$ cat config.mk
export PLATFORM = sky130hd
export DESIGN_NAME = flp_front_flat
export DESIGN_NICKNAME = d
export VERILOG_FILES = /design/src/rtl/flp_pkg.sv /design/src/rtl/flp_if.sv /design/src/rtl/flp_front.sv /design/src/flat_wrapper.sv
export SDC_FILE = /design/constraint.sdc
export NUM_CORES = 1
export LEC_CHECK = 0
export ABC_AREA = 1
export BUFFER_PORTS_ARGS = -buffer_cell sky130_fd_sc_hd__buf_2
export CAP_MARGIN = 40
export CELL_PAD_IN_SITES_DETAIL_PLACEMENT = 1
export CELL_PAD_IN_SITES_GLOBAL_PLACEMENT = 1
export CORE_MARGIN = 2
export CORE_UTILIZATION = 31
export CTS_CLUSTER_DIAMETER = 200
export DETAILED_ROUTE_END_ITERATION = 10
export PLACE_DENSITY_LB_ADDON = 0.1
export SYNTH_ARGS = -nofsm -noshare
export SYNTH_HDL_FRONTEND = slang
export SYNTH_SLANG_ARGS = --single-unit
$ cat constraint.sdc
create_clock -name i_clk -period 5.3 [get_ports i_clk]
set_input_delay 1.06 -clock i_clk [delete_from_list [all_inputs] [get_ports i_clk]]
set_output_delay 1.06 -clock i_clk [all_outputs]
set_load 0.05 [all_outputs]
$ cat src/rtl/flp_pkg.sv
package flp_pkg;

    // Field and state widths
    localparam int SAMPLE_W = 24;
    localparam int COEF_W   = 18;
    localparam int STATE_W  = 32;

    // Fixed-point shifts
    localparam int Q_SHIFT    = 5;
    localparam int P_FRAC     = 17;
    localparam int R_FRAC     = 16;
    localparam int SQ_SHIFT   = 31;
    localparam int CUBE_SHIFT = 23;

    // Datapath widths
    localparam int MA_W   = STATE_W + 1;
    localparam int MUL_W  = 2 * STATE_W + 1;
    localparam int K_W    = COEF_W + 2;
    localparam int SQ_W   = STATE_W + 1;
    localparam int MO_W   = STATE_W + 1;

    // Division of the cube by six: halve, then divide by three by splitting
    // the dividend and multiplying the small part by a reciprocal
    localparam int CLIP_DIV   = 6;
    localparam int DIV_BY     = CLIP_DIV / 2;
    localparam int DIV_W      = 40;
    localparam int DIV_SPLIT  = 20;
    localparam int DIV3_SH    = 22;

    localparam int N_SECT   = 4;
    localparam int SEC_W    = $clog2(N_SECT);

    localparam logic [COEF_W-1:0] P_ONE = 18'd131072;

    // Sample queue between front and back
    localparam int FLP_QDEPTH = 2;

    // Configuration port
    localparam int APB_AW      = 3;
    localparam int APB_DW      = 32;
    localparam int REG_IDX_BIT = 2;
    localparam logic REG_GAIN_P = 1'b0;
    localparam logic REG_RES_R  = 1'b1;

    typedef logic signed [SAMPLE_W-1:0] t_sample;
    typedef logic signed [STATE_W-1:0]  t_state;

    typedef struct packed {
        logic idle;
        logic out_full;
    } t_back_stat;

endpackage

$ cat src/rtl/flp_if.sv
interface flp_in_if import flp_pkg::*; ();
    logic    valid;
    logic    ready;
    t_sample sample_in;

    modport source (output valid, output sample_in, input ready);
    modport sink   (input valid, input sample_in, output ready);
endinterface


$ cat src/rtl/flp_front.sv
module flp_front import flp_pkg::*; (
    input  logic   i_clk,
    input  logic   i_rst_n,
    flp_in_if.sink i_in,
    output logic   o_push_vld,
    input  logic   i_push_rdy,
    output t_state o_push_data
);

    logic   r_vld;
    t_state r_data;
    t_state n_data;

    // The sample is widened to the internal Q4.27 format on entry.
    assign n_data     = t_state'(STATE_W'(i_in.sample_in) <<< Q_SHIFT);
    assign i_in.ready = !r_vld || i_push_rdy;

    always_ff @(posedge i_clk) begin
        if (!i_rst_n) begin
            r_vld <= 1'b0;
        end else if (i_in.ready) begin
            r_vld <= i_in.valid;
        end
    end

    always_ff @(posedge i_clk) begin
        if (i_in.valid && i_in.ready) begin
            r_data <= n_data;
        end
    end

    assign o_push_vld  = r_vld;
    assign o_push_data = r_data;

endmodule

$ cat src/flat_wrapper.sv
// flat-port wrapper written by rule: the top's interface ports become plain ports
module flp_front_flat import flp_pkg::*;
  (i_clk, i_rst_n, o_push_vld, i_push_rdy, o_push_data, i_in_valid, i_in_sample_in, i_in_ready);
  flp_in_if i_in_i ();
  input  logic i_clk;
  input  logic i_rst_n;
  output logic o_push_vld;
  input  logic i_push_rdy;
  output t_state o_push_data;
  input wire logic [$bits(i_in_i.valid)-1:0] i_in_valid;
  input wire logic [$bits(i_in_i.sample_in)-1:0] i_in_sample_in;
  output wire logic [$bits(i_in_i.ready)-1:0] i_in_ready;
  assign i_in_i.valid = i_in_valid;
  assign i_in_i.sample_in = i_in_sample_in;
  assign i_in_ready = i_in_i.ready;
  flp_front u_core (.i_clk(i_clk), .i_rst_n(i_rst_n), .i_in(i_in_i), .o_push_vld(o_push_vld), .i_push_rdy(i_push_rdy), .o_push_data(o_push_data));
endmodule
==> qor.yml <==
worst_setup_path:
  cp_data_arrival_time_ns: 1.50
  crit_buf_inv: 3
  r2r_start: "u_core.o_push_vld"
  start_kind: "input port"
  worstSetupPathType: "in -> out"
  cp_data_required_time_ns: 4.24
  ff2ff_setup_slack_ns: 4.18
  crit_path_max_fanout: 2
  worst_r2r_endpoint: "u_core.o_push_data[10]"
  crit_path_end_kind: "output port"
  worstRegToRegCells: 2
  slowest_stage: "buf_2"
  cp_top_family: "buffers and inverters"
  path_cells: "buf_2 -> inv_2 -> nand2_2 -> buf_2"
  crit_top_cell: "buf_2"
  cp_slowest_stage_delay_ns: 0.26
global_route:
  grt_max_degree: 25
  overflow: 0
  antenna_found_initial: 0
  grt_pass1_wl_mm: 2.30
  track_usage: 0.0964
  grt_pass1_vias: 541
run_status:
  outcome: "complete, no violations"
cells_and_area:
  postLayoutCellArea_um2: 1150
  final_common_cell: "buf_2"
  antenna_cells: 0
  utilization: 0.454
  layout.nets: 126
  drive_above_1_share: 0.660
  final_cell_mix: "buf_2 (56), edfxtp_1 (24), conb_1 (5)"
  nFillCells: 280
  area_growth_pct: 37.1
clocking:
  cts.clk_slew.worst_paths_ns: 0.12
  cts_made_buffers: 3
  root_buffer: "clkbuf_4"
  cts_setup_buffers: 0
  h-tree-depth: 1
  hold_buffers: 0
  clkSinkCount: 25
  ctsLongestPathBuffers: 2
  cts_resized: 0
  cts_tree: "built"
  clkLatencyLatePin_ns: 0.31
floorplan:
  die_area_um2: 3130
  coreArea_um2: 2520
  die_x_um: 55.9
  io_pins: 62
  initial_core_util: 0.331
  fp.dieH_um: 55.9
  fp-row-count: 18
placed_design:
  gp_congestion: 0.691
  numPortBuffers: 56
  place_area_um2: 1120
synth:
  synth.area.top_cells: "edfxtp_1 (86%), buf_4 (7.2%), dfxtp_1 (2.4%), a21oi_2 (1.0%), inv_1 (0.90%)"
  syn_inst: 40
  synth_seq_cells: 25
  seq_area_frac_synth: 0.886
  syn-mean-instance-area_um2: 20.9
  yosys_warnings: 0
  yosysUniqueCellTypes: 9
  synth_largest_area_cell: "edfxtp_1"
  synth_top_area_share: 0.862
  synth_area_um2: 836
drt:
  vias: 500
  first_pass_iters: 3
  drtIter0Drc: 3
  wl_per_cell_um: 11.4
  vias_per_cell: 3.94
  drtAntennaViolNets: 0
  drc: 0
  totalWireLength_mm: 1.45
power:
  p_per_area_nw_per_um2: 345
  p_leak_nw: 0.517
  p_total_uw: 396
  ir_worst_vdd_uv: 195
hold_path:
  hold_path.startpoint: "u_core.o_push_vld"
  hold_class: "reg -> reg"
  worstHoldEndpoint: "u_core.o_push_vld"
  hold_depth: 2
timing:
  grt_setup_unrepaired: "false"
  fin_tns_setup_ns: 0
  finClkSkew_ns: 0.00293
  min_period_ns: 2.56
  report.final.hold_viol_count: 0
  fin_crit_sh: 0.483
  slew_viol_final: 0
  setup_viol: 0
  max_freq_ghz: 0.391
run:
  maxCapViolCount: 0
[worst min-delay path, cell delays in order, from the launching register on]
cell and delay, ns:
dfxtp_1 0.36, nand2_2 0.09, a21oi_2 0.04
[area by class of cell]
cell class | instances | area (um2) | area share
clock buffer | 4 | 26.3 | 0.0229
inverter | 3 | 11.3 | 0.00983
multi-input combinational | 8 | 42.5 | 0.0371
sequential | 25 | 741 | 0.646
tap | 30 | 37.5 | 0.0328
timing repair buffer | 57 | 288 | 0.251
[metrics by stage]
step                std cells  setup slack [ns]  hold slack (ns)
global placement          123              2.75            0.493
CTS                       127              2.74            0.518
finish                    127              2.74            0.519
detailed placement        123              2.74            0.496
floorplan                  44              2.58            0.924
global route              127              2.71            0.540
[how the worst max path moves through the flow]
stage | startpoint | end | cells after the start
floorplan | i_in_valid | u_core.o_push_data[10] | 2
global placement | i_push_rdy | i_in_ready | 4
detailed placement | i_push_rdy | i_in_ready | 4
CTS | i_push_rdy | i_in_ready | 4
global route | i_push_rdy | i_in_ready | 4
finish | i_push_rdy | i_in_ready | 4
[cell usage after synthesis]
cell type  instances
a21oi_1            1
a21oi_2            1
buf_4              8
conb_1             1
dfxtp_1            1
edfxtp_1          24
inv_1              2
inv_2              1
nand2_2            1
[per-layer routing]
metal  up-vias  global-route usage  wire, um
met5         -                   0         0
met4         0              0.0408         0
met3         0              0.0419       163
met2        33               0.184       792
li1        244                   -         -
met1       223              0.0872       492
[where the power goes]
group / internal [mW] / total (mW) / switching [mW]
logic: 0.0166 / 0.0814 / 0.0648
clock network: 0.0293 / 0.0819 / 0.0525
registers: 0.230 / 0.233 / 0.00279
[registers in the layout, summed over array words and instances, names as in the netlist]
name	cells
u_core.o_push_vld	1
u_core.o_push_data	24
[cell families (layout without fill, tap and decap cells)]
kind of cell | after synthesis | after routing | share of synthesized area
AOI/OAI and AO/OA | 2 | 2 | 0.0165
buffers and inverters | 11 | 64 | 0.0853
DFF | 25 | 25 | 0.886
other | 1 | 5 | 0.00449
and+or+nand+nor | 1 | 1 | 0.00749
Note: power is estimated with default switching activity, not from simulation.
