==> src/rtl/flp_pkg.sv <==
package flp_pkg;

    // Field and state widths
    localparam int SAMPLE_W = 24;
    localparam int COEF_W   = 18;
    localparam int STATE_W  = 32;

    // Fixed-point shifts
    localparam int Q_SHIFT    = 5;
    localparam int P_FRAC     = 17;
    localparam int R_FRAC     = 16;
    localparam int SQ_SHIFT   = 31;
    localparam int CUBE_SHIFT = 23;

    // Datapath widths
    localparam int MA_W   = STATE_W + 1;
    localparam int MUL_W  = 2 * STATE_W + 1;
    localparam int K_W    = COEF_W + 2;
    localparam int SQ_W   = STATE_W + 1;
    localparam int MO_W   = STATE_W + 1;

    // Division of the cube by six: halve, then divide by three by splitting
    // the dividend and multiplying the small part by a reciprocal
    localparam int CLIP_DIV   = 6;
    localparam int DIV_BY     = CLIP_DIV / 2;
    localparam int DIV_W      = 40;
    localparam int DIV_SPLIT  = 20;
    localparam int DIV3_SH    = 22;

    localparam int N_SECT   = 4;
    localparam int SEC_W    = $clog2(N_SECT);

    localparam logic [COEF_W-1:0] P_ONE = 18'd131072;

    // Sample queue between front and back
    localparam int FLP_QDEPTH = 2;

    // Configuration port
    localparam int APB_AW      = 3;
    localparam int APB_DW      = 32;
    localparam int REG_IDX_BIT = 2;
    localparam logic REG_GAIN_P = 1'b0;
    localparam logic REG_RES_R  = 1'b1;

    typedef logic signed [SAMPLE_W-1:0] t_sample;
    typedef logic signed [STATE_W-1:0]  t_state;

    typedef struct packed {
        logic idle;
        logic out_full;
    } t_back_stat;

endpackage

==> src/rtl/flp_queue.sv <==
module flp_queue import flp_pkg::*; #(
    parameter int DEPTH = FLP_QDEPTH
) (
    input  logic   i_clk,
    input  logic   i_rst_n,
    input  logic   i_push_vld,
    output logic   o_push_rdy,
    input  t_state i_push_data,
    output logic   o_pop_vld,
    input  logic   i_pop_rdy,
    output t_state o_pop_data
);

    localparam int PW = (DEPTH > 1) ? $clog2(DEPTH) : 1;
    localparam int CW = $clog2(DEPTH + 1);

    t_state        r_mem [DEPTH];
    logic [PW-1:0] r_wp;
    logic [PW-1:0] r_rp;
    logic [CW-1:0] r_cnt;
    logic          w_wr;
    logic          w_rd;

    assign o_push_rdy = (r_cnt != CW'(DEPTH));
    assign o_pop_vld  = (r_cnt != '0);
    assign o_pop_data = r_mem[r_rp];
    assign w_wr       = i_push_vld && o_push_rdy;
    assign w_rd       = o_pop_vld && i_pop_rdy;

    always_ff @(posedge i_clk) begin
        if (!i_rst_n) begin
            r_wp  <= '0;
            r_rp  <= '0;
            r_cnt <= '0;
        end else begin
            if (w_wr) begin
                r_wp <= (r_wp == PW'(DEPTH - 1)) ? '0 : r_wp + PW'(1);
            end
            if (w_rd) begin
                r_rp <= (r_rp == PW'(DEPTH - 1)) ? '0 : r_rp + PW'(1);
            end
            if (w_wr && !w_rd) begin
                r_cnt <= r_cnt + CW'(1);
            end else if (w_rd && !w_wr) begin
                r_cnt <= r_cnt - CW'(1);
            end
        end
    end

    always_ff @(posedge i_clk) begin
        if (w_wr) begin
            r_mem[r_wp] <= i_push_data;
        end
    end

endmodule

==> config.mk <==
export PLATFORM = sky130hd
export DESIGN_NAME = flp_queue
export DESIGN_NICKNAME = d
export VERILOG_FILES = /design/src/rtl/flp_pkg.sv /design/src/rtl/flp_queue.sv
export SDC_FILE = /design/constraint.sdc
export NUM_CORES = 1
export LEC_CHECK = 0
export ABC_AREA = 1
export BUFFER_PORTS_ARGS = -buffer_cell sky130_fd_sc_hd__buf_2
export CORE_ASPECT_RATIO = 1.5
export CORE_MARGIN = 2
export CORE_UTILIZATION = 43
export CTS_BUF_LIST = sky130_fd_sc_hd__clkbuf_4
export DETAILED_ROUTE_END_ITERATION = 10
export HOLD_SLACK_MARGIN = 0.02
export PLACE_DENSITY = 0.78
export SETUP_SLACK_MARGIN = 0.4
export SYNTH_ARGS = -nofsm -noshare
export SYNTH_HDL_FRONTEND = slang
export SYNTH_SLANG_ARGS = --single-unit
export TNS_END_PERCENT = 10
==> constraint.sdc <==
create_clock -name i_clk -period 2.3 [get_ports i_clk]
set_input_delay 0.345 -clock i_clk [delete_from_list [all_inputs] [get_ports i_clk]]
set_output_delay 0.345 -clock i_clk [all_outputs]
set_load 0.02 [all_outputs]
==> flow_metrics.py <==
metrics = {
    "outcome": {
        "status": "finished clean",
    },
    "floorplan": {
        "boundaryPins": 70,
        "die-area_mm2": 0.00696,
        "die_w_um": 68.8,
        "core_mm2": 0.00613,
        "die_h_um": 101,
        "start_util": 0.442,
        "rows": 35,
    },
    "sta": {
        "fin_crit_sh": 0.783,
        "fin_skew_ns": 0.0109,
        "period_minus_slack_ns": 1.80,
        "finalSetupViolCount": 0,
        "report.final.slew_viol_count": 0,
        "relSlewSlack": 0.652,
        "finalHoldViolations": 0,
        "max_freq_mhz": 556,
        "rsz0062_at_grt": "no",
        "fin_hold_ws_ns": 0.131,
        "worst_slew_pin_slew_ns": 0.520,
        "finalSetupTns_ns": 0,
    },
    "synthesis": {
        "syn-mean-instance-area_um2": 19.8,
        "synthCells": 137,
        "syn-num-nets": 174,
        "seq_area_frac_synth": 0.746,
        "ys_types": 17,
        "ys_warn_count": 0,
        "synth_area_mm2": 0.00271,
        "ys_ff_latch": 69,
    },
    "route": {
        "firstDrtPassIters": 4,
        "viasPerCell": 4.57,
        "drtAntennaViolNets": 0,
        "drc": 0,
        "vias": 1354,
        "wl_per_cell_um": 14.0,
        "routed_wl_mm": 4.13,
        "drt-initial-drc-count": 31,
    },
    "placed_design": {
        "io_buffers": 69,
        "gp_congestion": 0.715,
    },
    "setup_path": {
        "slowest_delay_ns": 0.37,
        "startpoint_type": "flop",
        "cp.buffers_inverters": 2,
        "crit_fanout": 15,
        "critical_path.endpoint_type": "output pin",
        "crit_required_ns": 1.96,
        "cp_cell_sequence": "buf_6 > mux2_4 > buf_2",
        "crit_slowest_cell": "dfxtp_2",
        "arrival_ns": 1.46,
        "critPathTopFamily": "buffers and inverters",
        "path_class": "reg -> out",
    },
    "cts": {
        "clk_pin_slew_ns": 0.11,
        "cts_root_buf": "clkbuf_4",
        "postCtsResizedCells": 1,
        "cts_sinks": 69,
        "ctsHoldBuffers": 0,
        "insertion_delay_ns": 0.38,
        "cts_tree": "built",
        "cts-htree-levels": 3,
        "clockBufferDepth": 2,
        "cts_made_buffers": 9,
        "cts_setup_buffers": 0,
    },
    "layout": {
        "drive_gt1_frac": 0.568,
        "syn_to_final_growth_pct": 21.7,
        "final_nets": 254,
        "antenna_cells": 0,
    },
    "power_and_ir_drop": {
        "power-per-cell-area_mw_per_mm2": 1050,
        "totalPowerFinal_mw": 3.48,
        "p_leak_nw": 1.33,
        "ir_drop_v": 0.000534,
    },
    "hold_path": {
        "min_path_type": "in -> reg",
    },
    "global_routing": {
        "grt_usage": 0.130,
        "grt_pass1_wl_mm": 6.19,
        "antenna_found_initial": 0,
        "grt_pass1_vias": 1345,
        "grt_max_degree": 18,
        "grt_overflow": 0,
    },
    "run": {
        "max_cap_viol_count": 0,
    },
}
-- final timing paths --
check        depth (start not counted)            end       startpoint  slack (ns)
max                                  3  o_pop_data[6]             flop        0.50
min                                  1   r_mem[0][26]  i_push_data[26]        0.13
max reg2reg                          5   r_mem[1][12]         r_cnt[0]        0.69
min reg2reg                          2           flop             r_rp        0.52
-- metrics by stage --
step | worst slack (ns) | utilization | cells | cell area, µm²
finish | 0.500 | 0.538 | 296 | 3300
global route | 0.417 | 0.538 | 296 | 3300
CTS | 0.453 | 0.538 | 296 | 3300
detailed placement | 0.713 | 0.515 | 280 | 3160
global placement | 0.774 | 0.515 | 280 | 3160
floorplan | 0.345 | - | 137 | 2710
-- cell families (layout without fill, tap and decap cells) --
kind of cell,count (synthesis),in the layout,share of synthesized area
flops,69,69,0.746
mux,32,32,0.175
simple gates,19,19,0.0286
buf+inv,12,97,0.0374
compound gates,4,4,0.00831
fa+ha+maj,1,1,0.00462
-- layout make-up --
type / count / area (µm²)
fill: 521 / 2830
tap: 74 / 92.6
timing repair buffer: 73 / 417
clock inverter: 7 / 66.3
clock buffer: 9 / 67.6
multi-input combinational: 56 / 601
sequential: 69 / 2020
inverter: 8 / 30.0
-- flip-flops by register name (all words and copies together), names as in the netlist, named ones only --
register	cells
r_rp	1
r_wp	1
r_cnt	2
r_mem	64
-- cell usage in the layout (no fill, tap or decap), drive strengths merged, types with 2 or more instances in the layout --
| cell | netlist | final |
|---|---|---|
| nand2 | 9 | 9 |
| nor2 | 8 | 8 |
| dfxtp | 5 | 5 |
| mux2 | 32 | 32 |
| o21ai | 2 | 2 |
| clkinv | 0 | 5 |
| inv | 8 | 8 |
| buf | 4 | 73 |
| clkbuf | 0 | 9 |
| edfxtp | 64 | 64 |
-- metal layers --
layer | vias to the layer above | wire (µm) | track usage
met2 | 34 | 2380 | 0.215
met4 | 0 | 58 | 0.0860
met3 | 5 | 235 | 0.0511
li1 | 675 | - | -
met1 | 640 | 1450 | 0.131
met5 | - | 0 | 0
-- where the power goes --
group / internal (mW) / leakage (nW) / switching [mW]
Sequential: 1.59 / 0.639 / 0.0621
Combinational: 0.498 / 0.615 / 0.617
Clock: 0.325 / 0.0754 / 0.387
Total: 2.41 / 1.33 / 1.07
-- synthesized netlist by cell type (all sizes together) --
| library cell | n | area [µm²] |
|---|---|---|
| buf | 4 | 71.3 |
| mux2 | 32 | 473 |
| ha | 1 | 12.5 |
| o21ai | 2 | 10.0 |
| nor2 | 8 | 30.0 |
| dfxtp | 5 | 100 |
| nand2 | 9 | 36.3 |
| edfxtp | 64 | 1920 |
| inv | 8 | 30.0 |
| nand4 | 1 | 6.26 |
| o21a | 1 | 7.51 |
| nand3 | 1 | 5.00 |
| a21oi | 1 | 5.00 |
Note: power is estimated with default switching activity, not from simulation.
