## src/rtl/flp_pkg.sv

```systemverilog
package flp_pkg;

    // Field and state widths
    localparam int SAMPLE_W = 24;
    localparam int COEF_W   = 18;
    localparam int STATE_W  = 32;

    // Fixed-point shifts
    localparam int Q_SHIFT    = 5;
    localparam int P_FRAC     = 17;
    localparam int R_FRAC     = 16;
    localparam int SQ_SHIFT   = 31;
    localparam int CUBE_SHIFT = 23;

    // Datapath widths
    localparam int MA_W   = STATE_W + 1;
    localparam int MUL_W  = 2 * STATE_W + 1;
    localparam int K_W    = COEF_W + 2;
    localparam int SQ_W   = STATE_W + 1;
    localparam int MO_W   = STATE_W + 1;

    // Division of the cube by six: halve, then divide by three by splitting
    // the dividend and multiplying the small part by a reciprocal
    localparam int CLIP_DIV   = 6;
    localparam int DIV_BY     = CLIP_DIV / 2;
    localparam int DIV_W      = 40;
    localparam int DIV_SPLIT  = 20;
    localparam int DIV3_SH    = 22;

    localparam int N_SECT   = 4;
    localparam int SEC_W    = $clog2(N_SECT);

    localparam logic [COEF_W-1:0] P_ONE = 18'd131072;

    // Sample queue between front and back
    localparam int FLP_QDEPTH = 2;

    // Configuration port
    localparam int APB_AW      = 3;
    localparam int APB_DW      = 32;
    localparam int REG_IDX_BIT = 2;
    localparam logic REG_GAIN_P = 1'b0;
    localparam logic REG_RES_R  = 1'b1;

    typedef logic signed [SAMPLE_W-1:0] t_sample;
    typedef logic signed [STATE_W-1:0]  t_state;

    typedef struct packed {
        logic idle;
        logic out_full;
    } t_back_stat;

endpackage

```

## src/rtl/flp_cfg.sv

```systemverilog
module flp_cfg import flp_pkg::*; (
    input  logic                i_clk,
    input  logic                i_rst_n,
    input  logic                psel,
    input  logic                penable,
    input  logic                pwrite,
    input  logic [APB_AW-1:0]   paddr,
    input  logic [APB_DW-1:0]   pwdata,
    output logic [APB_DW-1:0]   prdata,
    output logic                pready,
    output logic [COEF_W-1:0]   o_gain_p,
    output logic [COEF_W-1:0]   o_res_r
);

    logic              w_wr;
    logic [COEF_W-1:0] r_gain_p;
    logic [COEF_W-1:0] r_res_r;

    assign w_wr   = psel && penable && pwrite;
    assign pready = 1'b1;

    always_ff @(posedge i_clk) begin
        if (!i_rst_n) begin
            r_gain_p <= '0;
            r_res_r  <= '0;
        end else if (w_wr) begin
            case (paddr[REG_IDX_BIT])
                REG_GAIN_P: r_gain_p <= pwdata[COEF_W-1:0];
                REG_RES_R:  r_res_r  <= pwdata[COEF_W-1:0];
                default: ;
            endcase
        end
    end

    always_comb begin
        case (paddr[REG_IDX_BIT])
            REG_GAIN_P: prdata = APB_DW'(r_gain_p);
            REG_RES_R:  prdata = APB_DW'(r_res_r);
            default:    prdata = '0;
        endcase
    end

    assign o_gain_p = r_gain_p;
    assign o_res_r  = r_res_r;

endmodule

```

## config.mk

```make
export PLATFORM = sky130hd
export DESIGN_NAME = flp_cfg
export DESIGN_NICKNAME = d
export VERILOG_FILES = /design/src/rtl/flp_pkg.sv /design/src/rtl/flp_cfg.sv
export SDC_FILE = /design/constraint.sdc
export NUM_CORES = 1
export LEC_CHECK = 0
export CAP_MARGIN = 20
export CORE_MARGIN = 2
export CORE_UTILIZATION = 55
export DETAILED_ROUTE_END_ITERATION = 16
export DONT_BUFFER_PORTS = 1
export PLACE_DENSITY_LB_ADDON = 0.1
export SLEW_MARGIN = 20
export SYNTH_ARGS = -nofsm -noshare
export SYNTH_HDL_FRONTEND = slang
export SYNTH_SLANG_ARGS = --single-unit
export TNS_END_PERCENT = 30
```

## constraint.sdc

```tcl
create_clock -name i_clk -period 2.1 [get_ports i_clk]
set_input_delay 0.63 -clock i_clk [delete_from_list [all_inputs] [get_ports i_clk]]
set_output_delay 0.63 -clock i_clk [all_outputs]
set_load 0.02 [all_outputs]
```

==> run summary, run 1 <==
Initial Utilization: 57.2%
First-pass DRT Iterations: 4
Synth Cell Area: 0.00172 sq mm
Post-layout power: 1130 uW
Synth warnings: 0
CP Cell Sequence: mux2_2
Post-synth cell types: 12
Syn_area_per_cell: 9.82 sq um
Setup Fix Bufs, Post-CTS: 0
Detailed Place HPWL: 2.20 mm
Clk_lat worst skew: 0.32 ns
Final hold vios: 0
Rows: 20
Leading cell type in the layout, fill and taps excluded: nand2_1
Die ar.: 0.00359 sq mm
Crit Path Category: reg -> out
Antenna fix cells: 0
Crit. path cell count: 1
Hold buffer count at cts: 0
Startpoint type of the worst setup path: flip-flop
CTS tree: built
Worst path required time: 1.47 ns
Max incr delay on CP: 0.49 ns
Die X: 59.9 um
RSZ-0062 raised after global routing: no
Remaining Overflow, GRT: 0
# H-tree levels: 2
Clock slew at reported path FFs: 0.09 ns
DP Worst Slack: 0.349 ns
Sequential area share after synthesis: 42.0%
Reg2Reg Depth: 2
Largest net degree at the start of global routing: 55
Cts bufs inserted: 5
Core area: 0.00300 sq mm
Outcome: complete, no violations
Post-DRT Antenna Nets: 0
Post-Route WL: 3.19 mm
Post-Layout Cell Count: 200
Via density: 5.59
I/O pin total: 109
Hold Path Depth: 2
CTS resizes: 0
Highest clock rate: 0.576 GHz
Critical path fanouts, max: 3
Cell count after synthesis: 175
Via Count: 1,118
Final setup TNS: 0 ns
Vias in the first global route: 1,063
P&R area growth vs syn: -3.86%
Final Max Slew Viols: 0
Synth area leader: dfxtp_1
Final WS setup: 0.365 ns
Detailed-route DRC error count: 0
Min-delay worst type: in -> reg
Filler Cells Inserted: 288
Pwr/cell area: 683 mW/mm^2
First-pass GRT wire length: 4.78 mm
Worst path bufs/invs: 0
Worst path slowest cell: dfxtp_1
Placer Congestion: 0.590
Min Tclk post-route: 1.74 ns
IO buf count: 0
Iter 0 DRT Violations: 55
Top Family by Delay on Critical Path: flip-flops
Arrival time worst endpoint: 1.11 ns
Fin crit share: 82.6%
Synth top area share: 42.0%
Most frequent cells in the layout: 54 x nand2_1, 36 x mux2i_1, 36 x dfxtp_1
Dpl cells: 195
Yosys reg bits: 36
WHS: 0.453 ns
Clock Sinks: 36
Critical Path End Type: output port
Nets: 209
Share of cells above drive strength 1: 15.0%
Die Ht: 59.9 um
Initial antenna violation count: 0
Clk root buf: clkbuf_4
Main area contributors after synthesis: dfxtp_1 42%, mux2i_1 21%, mux2_2 12%, nand2_1 12%, buf_4 6.6%
Worst clock skew: 0 ns
Max-Cap Viols: 0
Static leakage: 0.000758 uW
Final setup viols: 0
Slew at the pin closest to its max-slew limit: 0.812 ns
Max Root-Sink Buffers: 2
Relative slew slack: 45.7%
Worst VDD drop: 0.449 mV
GRT Total Usage: 18.7%
Drt wl/cell: 15.9 um
Yosys cell counts:
| cell | count |
|---|---|
| dfxtp_1 | 36 |
| buf_2 | 2 |
| buf_6 | 4 |
| nand4_2 | 1 |
| and4b_1 | 1 |
| clkbuf_1 | 5 |
| nand2_1 | 54 |
| mux2i_1 | 36 |
| conb_1 | 2 |
| mux2_2 | 18 |
| buf_8 | 1 |
| buf_4 | 15 |
worst reg2reg max path: cells and delay by family (launching register included):
kind,cells,cell delay [ns]
mux,1,0.14
simple gates,1,0.10
flops,1,0.48
sequential cells by signal, summed over array words and instances (netlist names):
name / cells
o_res_r: 18
o_gain_p: 18
routing by layer:
layer | wire, um | global-route usage (%)
met1 | 1170 | 19.4
met2 | 1710 | 31.7
met3 | 281 | 10.4
met4 | 23 | 6.67
met5 | 0 | 0
worst paths after layout:
path / endpoint / start / slack [ns]
max: prdata[17] / o_res_r[17] / 0.36
min: o_res_r[13] / i_rst_n / 0.45
max reg2reg: o_gain_p[11] / o_gain_p[11] / 1.31
min reg2reg: o_gain_p[2] / o_gain_p[2] / 0.57
layout make-up:
| cell class | instances | area (sq um) | area share (%) |
|---|---|---|---|
| Multi-Input combinational cell | 125 | 845 | 51.1 |
| Sequential cell | 36 | 721 | 43.6 |
| Tap cell | 33 | 41.3 | 2.50 |
| Clock buffer | 5 | 37.5 | 2.27 |
| Timing Repair Buffer | 1 | 7.51 | 0.455 |
stage by stage:
stage          util [%]  instance area [sq um]
3_5_place_dp       53.8                   1610
3_3_place_gp       53.8                   1610
6_report           55.0                   1650
5_1_grt            55.0                   1650
2_1_floorplan         -                   1770
4_1_cts            55.0                   1650
where the power goes:
part	total, uW	switching, uW	leakage (uW)	internal, uW
Sequential	728	31.0	0.000291	697
Combinational	91.6	60.3	0.000444	31.3
Clock	307	196	0.0000230	112
Total	1130	287	0.000758	840
cells by family after synthesis:
logic type	synth area share, %
simple gates	13.1
mux	32.8
flops	42.0
buf+inv	11.7
other cells	0.437
Power figures use the tool's default switching activity.
==> run 2, diff against run 1 <==
==> constraint.sdc (replaced) <==
create_clock -name i_clk -period 1.65 [get_ports i_clk]
set_input_delay 0.495 -clock i_clk [delete_from_list [all_inputs] [get_ports i_clk]]
set_output_delay 0.495 -clock i_clk [all_outputs]
set_load 0.02 [all_outputs]
==> run 2 against run 1 <==
  * Final area increased by 4.3%
  * Clock power increased by 67%
  * Utilization increased by 2.4 points
  * Clock skew unchanged
  * Worst setup slack got worse by 0.31 ns
  * Sequential share of layout area decreased by 1.4 points
  * Sequential power increased by 27%
  * Critical path depth unchanged
  * Critical endpoint is now prdata[0]
==> run summary, run 2 (synthesis results as in run 1) <==
Clk root buf: clkbuf_4
Antenna fix cells: 0
Min-delay worst type: in -> reg
Die ar.: 0.00359 sq mm
Vias in the first global route: 1,113
# H-tree levels: 2
Via Count: 1,141
Rows: 20
WHS: 0.299 ns
Die X: 59.9 um
Crit Path Category: reg -> out
IO buf count: 0
Highest clock rate: 0.628 GHz
CP Cell Sequence: mux2_2
Top Family by Delay on Critical Path: flip-flops
Clock slew at reported path FFs: 0.10 ns
CTS resizes: 0
Critical Path End Type: output port
Fin crit share: 96.5%
Filler Cells Inserted: 286
Final Max Slew Viols: 0
Initial antenna violation count: 0
Final hold vios: 0
Area occupied by multi-input gates: 845 sq um
Initial Utilization: 57.2%
Min Tclk post-route: 1.59 ns
Via density: 5.51
Post-Layout Cell Count: 207
Max-Cap Viols: 0
Worst path slowest cell: dfxtp_1
Post-DRT Antenna Nets: 0
Setup Fix Bufs, Post-CTS: 0
Drt wl/cell: 15.6 um
Arrival time worst endpoint: 1.10 ns
P&R area growth vs syn: 0.291%
Critical path fanouts, max: 3
Largest net degree at the start of global routing: 55
Max incr delay on CP: 0.49 ns
Post-route cell area: 0.00172 sq mm
Placed cell areas: 0.00165 sq mm
Final setup viols: 0
Worst path bufs/invs: 0
First-pass DRT Iterations: 3
Core area: 0.00300 sq mm
Pwr/cell area: 906 mW/mm^2
Outcome: complete, no violations
I/O pin total: 109
Worst clock skew: 0 ns
Clk_lat worst skew: 0.33 ns
Reg area: 727 sq um
First-pass GRT wire length: 4.91 mm
Post-Route WL: 3.23 mm
Worst VDD drop: 0.510 mV
Detailed Place HPWL: 2.24 mm
Detailed-route DRC error count: 0
Placer Congestion: 0.608
Iter 0 DRT Violations: 19
Leading cell type in the layout, fill and taps excluded: nand2_1
Dpl cells: 200
Worst path required time: 1.15 ns
Clock Sinks: 36
RSZ-0062 raised after global routing: no
Remaining Overflow, GRT: 0
Hold buffer count at cts: 0
Static leakage: 0.000801 uW
Die Ht: 59.9 um
GRT Total Usage: 18.5%
Nets: 214
Max Root-Sink Buffers: 2
Share of cells above drive strength 1: 21.3%
Most frequent cells in the layout: 54 x nand2_1, 36 x mux2i_1, 31 x dfxtp_1
CTS tree: built
Cts bufs inserted: 5
Startpoint type of the worst setup path: flip-flop
-- run 2: path summary, 6_finish.rpt --
check	cells past startpoint	endpoint	slack, ns	from
setup reg to reg	2	o_res_r[6]	0.86	o_res_r[6]
hold reg to reg	2	o_gain_p[5]	0.53	o_gain_p[5]
hold / removal	2	o_gain_p[17]	0.30	i_rst_n
setup / recovery	1	prdata[0]	0.06	o_res_r[0]
-- run 2: where the power goes --
group	leakage [uW]	internal [uW]	switching [uW]
combinational	0.000470	42.7	81.3
clock	0.0000374	242	272
sequential	0.000294	888	36.0
-- run 2: through the flow --
step	setup TNS [ns]	power, uW	util (%)	setup slack (ns)
final	0	1560	57.4	0.0583
after global routing	0	1630	57.4	0.00812
after CTS	0	1580	57.2	0.00589
after detailed placement	0	1070	55.0	0.271
after global placement	0	1060	55.0	0.280
after floorplan	-0.148	1110	-	-0.0148
-- run 2: cell type report --
type                    count  area share, %
clock buffers               7           3.78
multi-input cells         125           49.0
flip-flops and latches     36           42.2
well taps                  33           2.40
repair buffers              6           2.61
-- run 2: metal layers --
layer | GRT usage, % | vias to the layer above | share of wire, %
li1 | - | 544 | -
met4 | 7.62 | 0 | 1.5
met5 | 0 | - | 0
met1 | 19.5 | 539 | 39
met2 | 32.6 | 53 | 52
met3 | 7.36 | 5 | 7.8
